## src/etpg_pkg.sv

```systemverilog
// Package for the edge table pulse generator: sizes, operation and state
// codes, and the structs passed between the front queue, the back end and the top.
// Depends on nothing.
package etpg_pkg;

  localparam int MAX_EDGES   = 16;
  localparam int TIME_W      = 32;
  localparam int IDX_W       = $clog2(MAX_EDGES);
  localparam int CNT_W       = $clog2(MAX_EDGES + 1);
  localparam int QUEUE_DEPTH = 2;
  localparam int DATA_W      = 32;
  localparam int ADDR_W      = 3;
  localparam int REG_IDX_W   = ADDR_W - 2;

  localparam logic [REG_IDX_W-1:0] REG_REPEAT_PERIOD = 1'b0;

  typedef enum logic {
    OP_TICK = 1'b0,
    OP_ADD  = 1'b1
  } op_t;

  typedef enum logic [2:0] {
    ST_IDLE,
    ST_TICK,
    ST_TICK2,
    ST_FIND,
    ST_REARM,
    ST_SCAN,
    ST_ARM,
    ST_RESULT
  } state_t;

  typedef struct packed {
    op_t               op;
    logic [TIME_W-1:0] edge_time;
    logic              edge_level;
  } item_t;

  typedef struct packed {
    logic pin_level;
    logic edge_fired;
    logic table_full;
  } result_t;

endpackage

```

## src/etpg_front.sv

```systemverilog
// Front end: accepts input transactions, decodes the opcode and holds the items
// in a short queue for the back end.
// Depends on etpg_pkg.
module etpg_front (
  input  logic                       clk,
  input  logic                       rst,
  input  logic                       in_valid,
  output logic                       in_ready,
  input  logic                       opcode,
  input  logic [etpg_pkg::TIME_W-1:0] edge_time,
  input  logic                       edge_level,
  output logic                       item_valid,
  input  logic                       item_ready,
  output etpg_pkg::item_t            item
);

  localparam int PTR_W = (etpg_pkg::QUEUE_DEPTH > 1) ? $clog2(etpg_pkg::QUEUE_DEPTH) : 1;
  localparam int FILL_W = $clog2(etpg_pkg::QUEUE_DEPTH + 1);

  etpg_pkg::item_t   mem [etpg_pkg::QUEUE_DEPTH];
  etpg_pkg::item_t   new_item;
  logic [PTR_W-1:0]  wr_ptr;
  logic [PTR_W-1:0]  rd_ptr;
  logic [FILL_W-1:0] fill;
  logic              push;
  logic              pop;

  assign in_ready   = (fill != FILL_W'(etpg_pkg::QUEUE_DEPTH));
  assign item_valid = (fill != '0);
  assign item       = mem[rd_ptr];
  assign push       = in_valid && in_ready;
  assign pop        = item_valid && item_ready;

  always_comb begin
    new_item.op         = opcode ? etpg_pkg::OP_ADD : etpg_pkg::OP_TICK;
    new_item.edge_time  = edge_time;
    new_item.edge_level = edge_level;
  end

  always_ff @(posedge clk) begin
    if (push) begin
      mem[wr_ptr] <= new_item;
    end
  end

  always_ff @(posedge clk) begin
    if (rst) begin
      wr_ptr <= '0;
      rd_ptr <= '0;
      fill   <= '0;
    end else begin
      if (push) begin
        wr_ptr <= (wr_ptr == PTR_W'(etpg_pkg::QUEUE_DEPTH - 1)) ? '0 : wr_ptr + PTR_W'(1);
      end
      if (pop) begin
        rd_ptr <= (rd_ptr == PTR_W'(etpg_pkg::QUEUE_DEPTH - 1)) ? '0 : rd_ptr + PTR_W'(1);
      end
      if (push && !pop) begin
        fill <= fill + FILL_W'(1);
      end else if (pop && !push) begin
        fill <= fill - FILL_W'(1);
      end
    end
  end

endmodule

```

## src/etpg_back.sv

```systemverilog
// Back end: the edge table, the cycle and round counters and the sequencer
// that carries out tick and add items one at a time.
// Depends on etpg_pkg.
module etpg_back (
  input  logic                        clk,
  input  logic                        rst,
  input  logic [etpg_pkg::DATA_W-1:0] repeat_period,
  input  logic                        item_valid,
  output logic                        item_ready,
  input  etpg_pkg::item_t             item,
  output logic                        res_valid,
  input  logic                        res_ready,
  output etpg_pkg::result_t           res
);

  localparam int TW = etpg_pkg::TIME_W;
  localparam int CW = etpg_pkg::CNT_W;
  localparam int IW = etpg_pkg::IDX_W;

  etpg_pkg::state_t state;
  etpg_pkg::state_t state_next;

  logic [TW-1:0] times [etpg_pkg::MAX_EDGES];
  logic          levels [etpg_pkg::MAX_EDGES];

  logic [CW-1:0] edge_count;
  logic [CW-1:0] edge_count_next;
  logic [CW-1:0] next_index;
  logic [CW-1:0] next_index_next;
  logic          armed;
  logic          armed_next;
  logic [TW-1:0] round_start;
  logic [TW-1:0] round_start_next;
  logic [TW-1:0] cycle_count;
  logic [TW-1:0] cycle_count_next;
  logic          pin_state;
  logic          pin_state_next;
  logic [CW-1:0] ptr;
  logic [CW-1:0] ptr_next;
  logic [TW-1:0] rel;
  logic [TW-1:0] rel_next;
  logic [TW-1:0] cmd_time;
  logic [TW-1:0] cmd_time_next;
  logic          cmd_level;
  logic          cmd_level_next;
  logic          fired;
  logic          fired_next;
  logic          full;
  logic          full_next;

  logic          tbl_insert;
  logic          tbl_set_level;
  logic [IW-1:0] zero_idx;
  logic [IW-1:0] rd_addr;
  logic [TW-1:0] rd_time;
  logic          rd_level;
  logic [TW-1:0] when_time;
  logic [TW-1:0] cyc_inc;
  logic          later_than;
  logic [CW-1:0] ni_inc;
  logic          ptr_in_range;

  assign zero_idx = (edge_count == CW'(1)) ? '0 : IW'(1);

  always_comb begin
    case (state)
      etpg_pkg::ST_TICK:  rd_addr = next_index[IW-1:0];
      etpg_pkg::ST_TICK2: rd_addr = next_index[IW-1:0];
      etpg_pkg::ST_REARM: rd_addr = zero_idx;
      default:            rd_addr = ptr[IW-1:0];
    endcase
  end

  assign rd_time      = times[rd_addr];
  assign rd_level     = levels[rd_addr];
  assign when_time    = round_start + rd_time;
  assign cyc_inc      = cycle_count + TW'(1);
  assign later_than   = (when_time > cycle_count);
  assign ni_inc       = next_index + CW'(1);
  assign ptr_in_range = (ptr < edge_count);

  assign res.pin_level  = pin_state;
  assign res.edge_fired = fired;
  assign res.table_full = full;

  always_comb begin
    state_next       = state;
    edge_count_next  = edge_count;
    next_index_next  = next_index;
    armed_next       = armed;
    round_start_next = round_start;
    cycle_count_next = cycle_count;
    pin_state_next   = pin_state;
    ptr_next         = ptr;
    rel_next         = rel;
    cmd_time_next    = cmd_time;
    cmd_level_next   = cmd_level;
    fired_next       = fired;
    full_next        = full;
    tbl_insert       = 1'b0;
    tbl_set_level    = 1'b0;
    item_ready       = 1'b0;
    res_valid        = 1'b0;

    case (state)
      etpg_pkg::ST_IDLE: begin
        item_ready = 1'b1;
      end
      etpg_pkg::ST_RESULT: begin
        res_valid = 1'b1;
        if (res_ready) begin
          item_ready = 1'b1;
          state_next = etpg_pkg::ST_IDLE;
        end
      end
      etpg_pkg::ST_TICK: begin
        cycle_count_next = cyc_inc;
        state_next       = etpg_pkg::ST_RESULT;
        if (armed && (next_index < edge_count) && (cyc_inc == when_time)) begin
          pin_state_next  = rd_level;
          next_index_next = ni_inc;
          fired_next      = 1'b1;
          if (!((ni_inc >= edge_count) && (repeat_period == '0))) begin
            state_next = etpg_pkg::ST_TICK2;
          end
        end
      end
      etpg_pkg::ST_TICK2: begin
        if ((repeat_period != '0) &&
            ((next_index >= edge_count) || (rd_time > repeat_period))) begin
          next_index_next  = '0;
          round_start_next = round_start + repeat_period;
        end
        armed_next = 1'b1;
        state_next = etpg_pkg::ST_RESULT;
      end
      etpg_pkg::ST_FIND: begin
        if (ptr_in_range && (rd_time < cmd_time)) begin
          ptr_next = ptr + CW'(1);
        end else if (ptr_in_range && (rd_time == cmd_time)) begin
          tbl_set_level = 1'b1;
          state_next    = etpg_pkg::ST_REARM;
        end else if (edge_count == CW'(etpg_pkg::MAX_EDGES)) begin
          full_next  = 1'b1;
          state_next = etpg_pkg::ST_RESULT;
        end else begin
          tbl_insert      = 1'b1;
          edge_count_next = edge_count + CW'(1);
          if (ptr <= next_index) begin
            next_index_next = ni_inc;
          end
          state_next = etpg_pkg::ST_REARM;
        end
      end
      etpg_pkg::ST_REARM: begin
        state_next = etpg_pkg::ST_RESULT;
        if (edge_count == '0) begin
          state_next = etpg_pkg::ST_RESULT;
        end else if (cycle_count == '0) begin
          if (next_index != CW'(1)) begin
            pin_state_next  = levels[0];
            armed_next      = later_than;
            next_index_next = (later_than || !armed) ? CW'(zero_idx) : edge_count;
          end
        end else begin
          rel_next   = cycle_count - round_start;
          ptr_next   = '0;
          state_next = etpg_pkg::ST_SCAN;
        end
      end
      etpg_pkg::ST_SCAN: begin
        if (ptr_in_range && (rd_time <= rel)) begin
          ptr_next = ptr + CW'(1);
        end else begin
          state_next = etpg_pkg::ST_ARM;
        end
      end
      etpg_pkg::ST_ARM: begin
        state_next = etpg_pkg::ST_RESULT;
        if (ptr == next_index) begin
          state_next = etpg_pkg::ST_RESULT;
        end else if (!ptr_in_range) begin
          if (armed) begin
            armed_next      = 1'b0;
            next_index_next = edge_count;
          end
        end else begin
          armed_next      = later_than;
          next_index_next = later_than ? ptr : (armed ? edge_count : next_index);
        end
      end
      default: begin
        state_next = etpg_pkg::ST_IDLE;
      end
    endcase

    if (item_ready && item_valid) begin
      cmd_time_next  = item.edge_time;
      cmd_level_next = item.edge_level;
      fired_next     = 1'b0;
      full_next      = 1'b0;
      ptr_next       = '0;
      state_next     = (item.op == etpg_pkg::OP_ADD) ? etpg_pkg::ST_FIND : etpg_pkg::ST_TICK;
    end
  end

  always_ff @(posedge clk) begin
    if (rst) begin
      state <= etpg_pkg::ST_IDLE;
    end else begin
      state <= state_next;
    end
  end

  always_ff @(posedge clk) begin
    if (rst) begin
      edge_count  <= '0;
      next_index  <= '0;
      armed       <= 1'b0;
      round_start <= '0;
      cycle_count <= '0;
      pin_state   <= 1'b0;
    end else begin
      edge_count  <= edge_count_next;
      next_index  <= next_index_next;
      armed       <= armed_next;
      round_start <= round_start_next;
      cycle_count <= cycle_count_next;
      pin_state   <= pin_state_next;
    end
  end

  always_ff @(posedge clk) begin
    ptr       <= ptr_next;
    rel       <= rel_next;
    cmd_time  <= cmd_time_next;
    cmd_level <= cmd_level_next;
    fired     <= fired_next;
    full      <= full_next;
  end

  always_ff @(posedge clk) begin
    if (tbl_insert) begin
      for (int g = 1; g < etpg_pkg::MAX_EDGES; g++) begin
        if (CW'(g) > ptr) begin
          times[g]  <= times[g-1];
          levels[g] <= levels[g-1];
        end
      end
    end
    if (tbl_insert || tbl_set_level) begin
      times[ptr[IW-1:0]]  <= cmd_time;
      levels[ptr[IW-1:0]] <= cmd_level;
    end
  end

endmodule

```

## src/edge_table_pulse_generator.sv

```systemverilog
// Top level of the edge table pulse generator: configuration register port,
// front queue, back end and the output register.
// Depends on etpg_pkg, etpg_front and etpg_back.
//
//   Channel  Signals                                   Direction
//   in       in_valid/in_ready, opcode, edge_time,     into block
//            edge_level
//   out      out_valid/out_ready, pin_level,           out of block
//            edge_fired, table_full
//   cfg      psel, penable, pwrite, paddr, pwdata,     APB register port
//            prdata, pready
//
// A tick passes through the TICK and RESULT states of the back-end sequencer, and
// through TICK2 between them when an edge fires and the pattern goes on. An add
// steps FIND once per table entry before its position, then REARM (not when the
// table is full) and, when the cycle count is nonzero, SCAN once per entry at or
// before the round offset and ARM, before RESULT. Reset is synchronous and needs
// no clearing pass; the queue takes transactions while the back end is busy, and
// the back end stalls while the output register is full.
module edge_table_pulse_generator (
  input  logic                          clk,
  input  logic                          rst,
  input  logic                          in_valid,
  output logic                          in_ready,
  input  logic                          opcode,
  input  logic [31:0]                   edge_time,
  input  logic                          edge_level,
  output logic                          out_valid,
  input  logic                          out_ready,
  output logic                          pin_level,
  output logic                          edge_fired,
  output logic                          table_full,
  input  logic                          psel,
  input  logic                          penable,
  input  logic                          pwrite,
  input  logic [etpg_pkg::ADDR_W-1:0]   paddr,
  input  logic [etpg_pkg::DATA_W-1:0]   pwdata,
  output logic [etpg_pkg::DATA_W-1:0]   prdata,
  output logic                          pready
);

  logic [etpg_pkg::DATA_W-1:0] repeat_period;
  logic                        reg_hit;
  etpg_pkg::item_t             item;
  logic                        item_valid;
  logic                        item_ready;
  etpg_pkg::result_t           res;
  etpg_pkg::result_t           out_res;
  logic                        res_valid;
  logic                        res_ready;

  assign pready  = 1'b1;
  assign reg_hit = (paddr[etpg_pkg::ADDR_W-1:2] == etpg_pkg::REG_REPEAT_PERIOD);
  assign prdata  = reg_hit ? repeat_period : '0;

  always_ff @(posedge clk) begin
    if (rst) begin
      repeat_period <= '0;
    end else if (psel && penable && pwrite && pready && reg_hit) begin
      repeat_period <= pwdata;
    end
  end

  etpg_front u_front (
    .clk        (clk),
    .rst        (rst),
    .in_valid   (in_valid),
    .in_ready   (in_ready),
    .opcode     (opcode),
    .edge_time  (edge_time),
    .edge_level (edge_level),
    .item_valid (item_valid),
    .item_ready (item_ready),
    .item       (item)
  );

  etpg_back u_back (
    .clk           (clk),
    .rst           (rst),
    .repeat_period (repeat_period),
    .item_valid    (item_valid),
    .item_ready    (item_ready),
    .item          (item),
    .res_valid     (res_valid),
    .res_ready     (res_ready),
    .res           (res)
  );

  assign res_ready = !out_valid || out_ready;

  always_ff @(posedge clk) begin
    if (rst) begin
      out_valid <= 1'b0;
    end else if (res_ready) begin
      out_valid <= res_valid;
    end
  end

  always_ff @(posedge clk) begin
    if (res_valid && res_ready) begin
      out_res <= res;
    end
  end

  assign pin_level  = out_res.pin_level;
  assign edge_fired = out_res.edge_fired;
  assign table_full = out_res.table_full;

endmodule

```

## config.mk

```make
export PLATFORM = sky130hd
export DESIGN_NAME = edge_table_pulse_generator
export DESIGN_NICKNAME = d
export VERILOG_FILES = /design/src/etpg_pkg.sv /design/src/etpg_front.sv /design/src/etpg_back.sv /design/src/edge_table_pulse_generator.sv
export SDC_FILE = /design/constraint.sdc
export NUM_CORES = 2
export LEC_CHECK = 0
export ABC_AREA = 1
export BUFFER_PORTS_ARGS = -buffer_cell sky130_fd_sc_hd__buf_2
export CAP_MARGIN = 10
export CELL_PAD_IN_SITES_DETAIL_PLACEMENT = 1
export CELL_PAD_IN_SITES_GLOBAL_PLACEMENT = 1
export CORE_MARGIN = 8
export CORE_UTILIZATION = 53
export DETAILED_ROUTE_END_ITERATION = 10
export PLACE_DENSITY = 0.9
export SETUP_SLACK_MARGIN = 0.1
export SLEW_MARGIN = 20
export SYNTH_ARGS = -nofsm -noshare
export SYNTH_HDL_FRONTEND = slang
export SYNTH_SLANG_ARGS = --single-unit
```

## constraint.sdc

```tcl
create_clock -name clk -period 11.87 [get_ports clk]
set_input_delay 0.5935 -clock clk [delete_from_list [all_inputs] [get_ports clk]]
set_output_delay 0.5935 -clock clk [all_outputs]
set_load 0.05 [all_outputs]
```

Word-level counts from Yosys, hierarchy flattened:

Memory sizes are Yosys's and may differ from the RTL's. A register that Yosys moved wholly into a read port is not among the register bits.
Index checks and enable logic that the tools add are counted.

* eq/ne operators: 30
* add/subtract/negate cells: 11
* order comparisons: 24
* bitwise operators: 6
* mux-type cells: 112
* reduce and logical (&&, ||, !) cells: 47

Operator list (number)
* 2-to-1 mux 5 bit: 18
* 2-to-1 mux 1 bit: 73
* adder 32 bit: 2
* equality test 32 bit: 2
* greater-than comparator 32 bit: 2
* logical NOT 32 bit: 2
* greater-than comparator 4 x 5 -> 1 bit, first input constant: 8
* adder 32 x 1 -> 32 bit, second input constant: 1
* less-or-equal comparator 32 bit: 1
* less-than comparator 32 bit: 1
* 2-to-1 mux 32 bit: 1
* nonzero test 32 bit: 1
* subtractor 32 bit: 1
* case mux 5 bit (5 select lines): 1
* 2-to-1 mux 3 bit: 8
* greater-than comparator 3 x 5 -> 1 bit, first input constant: 4
* case mux 3 bit (6 select lines): 1
* adder 5 x 1 -> 5 bit, second input constant: 3
* logical AND 1 bit: 15
* case mux 5 bit (3 select lines): 1
* AND reduction 5 bit: 3
* inequality test 2 x 1 -> 1 bit, second input constant: 7
* inequality test 2 bit, second input constant: 7
* equality test 3 bit, second input constant: 4
* 33 further kinds: 63

* memories kept: 3
* flip-flop bits (word level): 191
* RAM bits: 596
* logic and storage cells: 254
* output and inout bits: 38

Memory list
* u_back.times: words 16, width 32, rd ports 16, clocked after Yosys merged registers in 0, write ports 16, line etpg_back.sv:23 `logic [TW-1:0] times [etpg_pkg::MAX_EDGES];`
* u_front.mem: words 2, width 34, rd ports 1, clocked after Yosys merged registers in 1, write ports 1, line etpg_front.sv:20 `etpg_pkg::item_t mem [etpg_pkg::QUEUE_DEPTH];`
* u_back.levels: words 16, width 1, rd ports 16, clocked after Yosys merged registers in 0, write ports 16, line etpg_back.sv:24 `logic levels [etpg_pkg::MAX_EDGES];`

Longest topological paths before layout:

An unclocked memory read counts as a cell.

* depth in word-level cells: 12
* gate-level depth with buffers: 48
* gate-level depth less buffers: 44

By module:

A second synthesis with hierarchy kept.

* cell total of the unflattened synthesis: 5553
* area total of the unflattened synthesis: 46819.9 um^2

Modules (own cells, without submodules)
* etpg_back: area each 42151.7 um^2, cells each 5119, times used 1, sequential area each 19528.7 um^2
* etpg_front: area each 2847.7 um^2, cells each 143, times used 1, sequential area each 2142.1 um^2
* edge_table_pulse_generator: area each 1820.5 um^2, cells each 291, times used 1, sequential area each 750.7 um^2

Worst setup path before layout:

OpenSTA, ideal clock, no wires.

* path type: register to register
* start point: register u_back.state[1]
* end point: memory u_back.levels[10], enable pin
* arrival time: 6.288 ns
* clock period less this slack: 6.762 ns
* required time: 11.396 ns
* stages on the path, launching flop included: 27
* path slack: 5.108 ns
* cell sequence: dfxtp_1 -> inv_2 -> nand2_2 -> nand2_4 -> nand2_4 -> nand2_4 -> o22ai_2 -> clkbuf_1 -> clkbuf_1 -> clkbuf_1 -> nand2_1 -> a21oi_1 -> o221ai_1 -> nand2_1 -> inv_1 -> ha_1 -> nand2_1 -> inv_1 -> nand3_1 -> nor3_1 -> nand3_1 -> o2111ai_1 -> nand2_1 -> inv_1 -> nand2_1 -> clkbuf_1 -> o31ai_1

RTL lines
* from (decl): line etpg_back.sv:20 `etpg_pkg::state_t state;`
* from (signal assigned): line etpg_back.sv:209 `state <= etpg_pkg::ST_IDLE;`
* from (signal assigned): line etpg_back.sv:211 `state <= state_next;`
* to (decl): line etpg_back.sv:24

==> flow_summary.json <==
{
  "seq_area_frac_synth_pct": 49.1,
  "hold_path.class": "in2reg",
  "fin_nets": 5617,
  "fin_crit_ps": 9490,
  "seqCellArea_sq_um": 22400,
  "clock.fmax_mhz": 105,
  "postSynthCellCount": 5314,
  "yosys-top-cells-count": "nand2_1, o21ai_0, edfxtp_1",
  "coreArea_sq_um": 85300,
  "whs_ps": 112,
  "cts_sinks": 788,
  "yosys.area.top_type": "edfxtp_1",
  "synth_most_common_cell": "nand2_1",
  "drt_iter0_drc": 5888,
  "antenna_found_initial": 4,
  "cts_resized": 0,
  "cts_buffers": 88,
  "cp-end-kind": "flip-flop",
  "synth_top_family_by_area": "simple AND/OR/NAND/NOR gates",
  "cp-startpoint": "u_back.state[0]$_SDFFE_PP0P_",
  "syn_area_per_cell_sq_um": 8.59,
  "initial_core_util_pct": 53.5,
  "arrival_ps": 9870,
  "grt-ovfl-total": 0,
  "syn-num-nets": 5646,
  "synth_xor_xnor_area_share_pct": 1.86,
  "synthAdderAreaFrac_pct": 7.06,
  "ys_warn_count": 0,
  "synth_async_sr_flop_share_pct": 0,
  "drive_gt1_share_pct": 7.61,
  "worst_slew_pin_slew_ps": 1340,
  "path_max_fanout": 85,
  "dieArea_sq_um": 95800,
  "syn_area_sq_um": 45700,
  "p_clk_share_pct": 18.0,
  "cts_tree": "done",
  "clockRootBuffer": "clkbuf_16",
  "avgRoutedWirePerCell_um": 28.2,
  "internal_power_mw": 7.90,
  "clk_path_buf_depth": 3,
  "maxCapViolations": 0,
  "fin_worst_skew_ps": 48.6,
  "finalCritPeriodShare_pct": 80.0,
  "place_congestion": 0.932,
  "routed_via_density": 6.67,
  "synth.area.mux_share_pct": 0.836,
  "multi_input_area_sq_um": 20700,
  "ant_nets": 0,
  "irDropWorstVdd_v": 0.000349,
  "place_hpwl_um": 111000,
  "clk_transition_reported_paths_ps": 70,
  "cts_hold_buf": 0,
  "synth_compound_area_share_pct": 15.7,
  "power_frac_comb_pct": 58.4,
  "max_slew_margin_pct": 9.76,
  "r2r-start": "u_back.state[0]$_SDFFE_PP0P_",
  "final.setup.tns_ps": 0,
  "cellPowerDensity_nw_per_um2": 322,
  "fp.dieW_um": 310,
  "fillers": 9924,
  "die_height_um": 310,
  "yosys.area_share.simple_pct": 19.3,
  "numPortBuffers": 110,
  "area_growth_pct": 9.99,
  "ys_ff_latch": 788,
  "grt_usage_pct": 37.0,
  "drcViolationCount": 0,
  "ys.flop_type": "edfxtp_1",
  "ys_types": 65,
  "leakagePower_nw": 21.0,
  "rows": 107,
  "crit_family": "simple AND/OR/NAND/NOR gates",
  "hp-start": "edge_time[31]",
  "synth_top_area_share_pct": 43.7,
  "synth_edf_count": 664,
  "yosys-top-cells-area": "edfxtp_1, nand2_1, o21ai_0, ha_1, dfxtp_1",
  "max_stage_delay_ps": 1030,
  "switchingPower_mw": 8.30,
  "grt_first_pass_wirelength_um": 272000,
  "finalHoldViolations": 0,
  "io_pins": 114,
  "cp_data_required_time_ps": 12250,
  "drt_pass1_iterations": 6,
  "slowest_stage": "nand2_2",
  "cts_setup_buffers": 0,
  "grt_max_degree": 132,
  "routed_wl_um": 183000,
  "status": "finished, final reports clean",
  "slew_violations": 0,
  "grt_pass1_vias": 45232,
  "pwr-share-seq_pct": 23.6,
  "critical_path_buf_inv_count": 8,
  "switching_share_pct": 51.2,
  "setup_viol_count_final": 0,
  "rsz0062_at_grt": "no",
  "start_kind": "flip-flop",
  "cts_max_level": 3,
  "worstSkewPairLatency_ps": 680,
  "vias": 43377,
  "worstSetupPathType": "reg2reg"
}
-- power groups by stage --
stage | clock network [mW] | logic, mW | registers, mW
after floorplan | 0 | 6.00 | 3.66
after global placement | 0 | 8.27 | 3.81
after detailed placement | 0 | 8.79 | 3.82
after CTS | 2.90 | 9.14 | 3.78
after global routing | 3.00 | 10.2 | 3.82
final | 2.92 | 9.46 | 3.82
-- state kept, by name, indices dropped and copies added (netlist names), 2 cells and up, named ones only --
register            flops
u_back.times          512
u_front.fill            2
u_back.next_index       5
u_back.ptr              5
u_back.state            3
u_back.round_start     32
u_back.rel             32
u_back.cycle_count     32
repeat_period          32
u_front.mem            68
u_back.cmd_time        32
u_back.levels          16
u_back.edge_count       5
-- cells in the final DEF (no fill, tap or decap), types with 12 or more instances in the layout --
master | netlist | final
nand2_1 | 1452 | 1435
o21ai_0 | 676 | 667
edfxtp_1 | 664 | 664
inv_1 | 429 | 426
a21oi_1 | 339 | 339
nand3_1 | 313 | 313
ha_1 | 253 | 253
nor2_1 | 219 | 216
dfxtp_1 | 124 | 124
buf_2 | 4 | 110
clkbuf_16 | 0 | 89
o211ai_1 | 74 | 74
xor2_1 | 71 | 71
a32o_1 | 61 | 61
nand4_1 | 55 | 55
buf_4 | 2 | 55
nor3_1 | 40 | 39
mux2_2 | 33 | 33
xnor2_1 | 26 | 26
clkinv_1 | 5 | 23
nand2_2 | 8 | 23
o221ai_1 | 21 | 21
a31oi_1 | 19 | 19
clkbuf_1 | 259 | 18
o21bai_1 | 14 | 14
clkinv_2 | 1 | 13
a211oi_1 | 13 | 13
o21a_1 | 13 | 13
nor4_1 | 12 | 12
-- stage by stage --
step	setup WS, ps	instances	utilization (%)	instance area (sq um)	total power [mW]
3_3_place_gp	3350	6337	55.4	47200	12.1
5_1_grt	2320	6502	58.9	50200	17.0
2_1_floorplan	5110	5314	-	45700	9.66
6_report	2380	6505	58.9	50200	16.2
3_5_place_dp	3090	6337	55.4	47200	12.6
4_1_cts	2940	6500	58.8	50200	15.8
-- cell type report --
type                       instances  share of cell area [%]
antenna                            3                  0.0149
clock buffer                     111                    4.67
clock inverter                    52                    1.21
inverter                         446                    3.36
multi-input combinational       3792                    41.2
sequential                       788                    44.6
tap                             1144                    2.85
timing repair buffer             169                    2.08
-- final timing paths --
check | end | slack (ps) | depth (start not counted)
hold reg to reg | edge_fired$_DFFE_PP_ | 440 | 0
hold / removal | u_front.mem[0][32]$_DFFE_PP_ | 110 | 1
setup / recovery | u_back.times[5][14]$_DFFE_PP_ | 2380 | 28
setup reg to reg | u_back.times[5][14]$_DFFE_PP_ | 2380 | 28
-- per-layer routing --
metal  wire (um)  global-route usage, %
met1       65100                   43.5
met5          13                      0
met4       14700                   26.6
met2       84500                   59.8
met3       18900                   8.12
-- kinds of logic after synthesis --
| logic type | count (synthesis) |
|---|---|
| buffers and inverters | 734 |
| multiplexers | 34 |
| AO/OA/AOI/OAI | 1270 |
| AND/OR/NAND/NOR | 2134 |
| flip-flops | 788 |
| adder cells (fa/ha/maj) | 256 |
| XOR/XNOR | 97 |
| other | 1 |
Power figures use the tool's default switching activity.
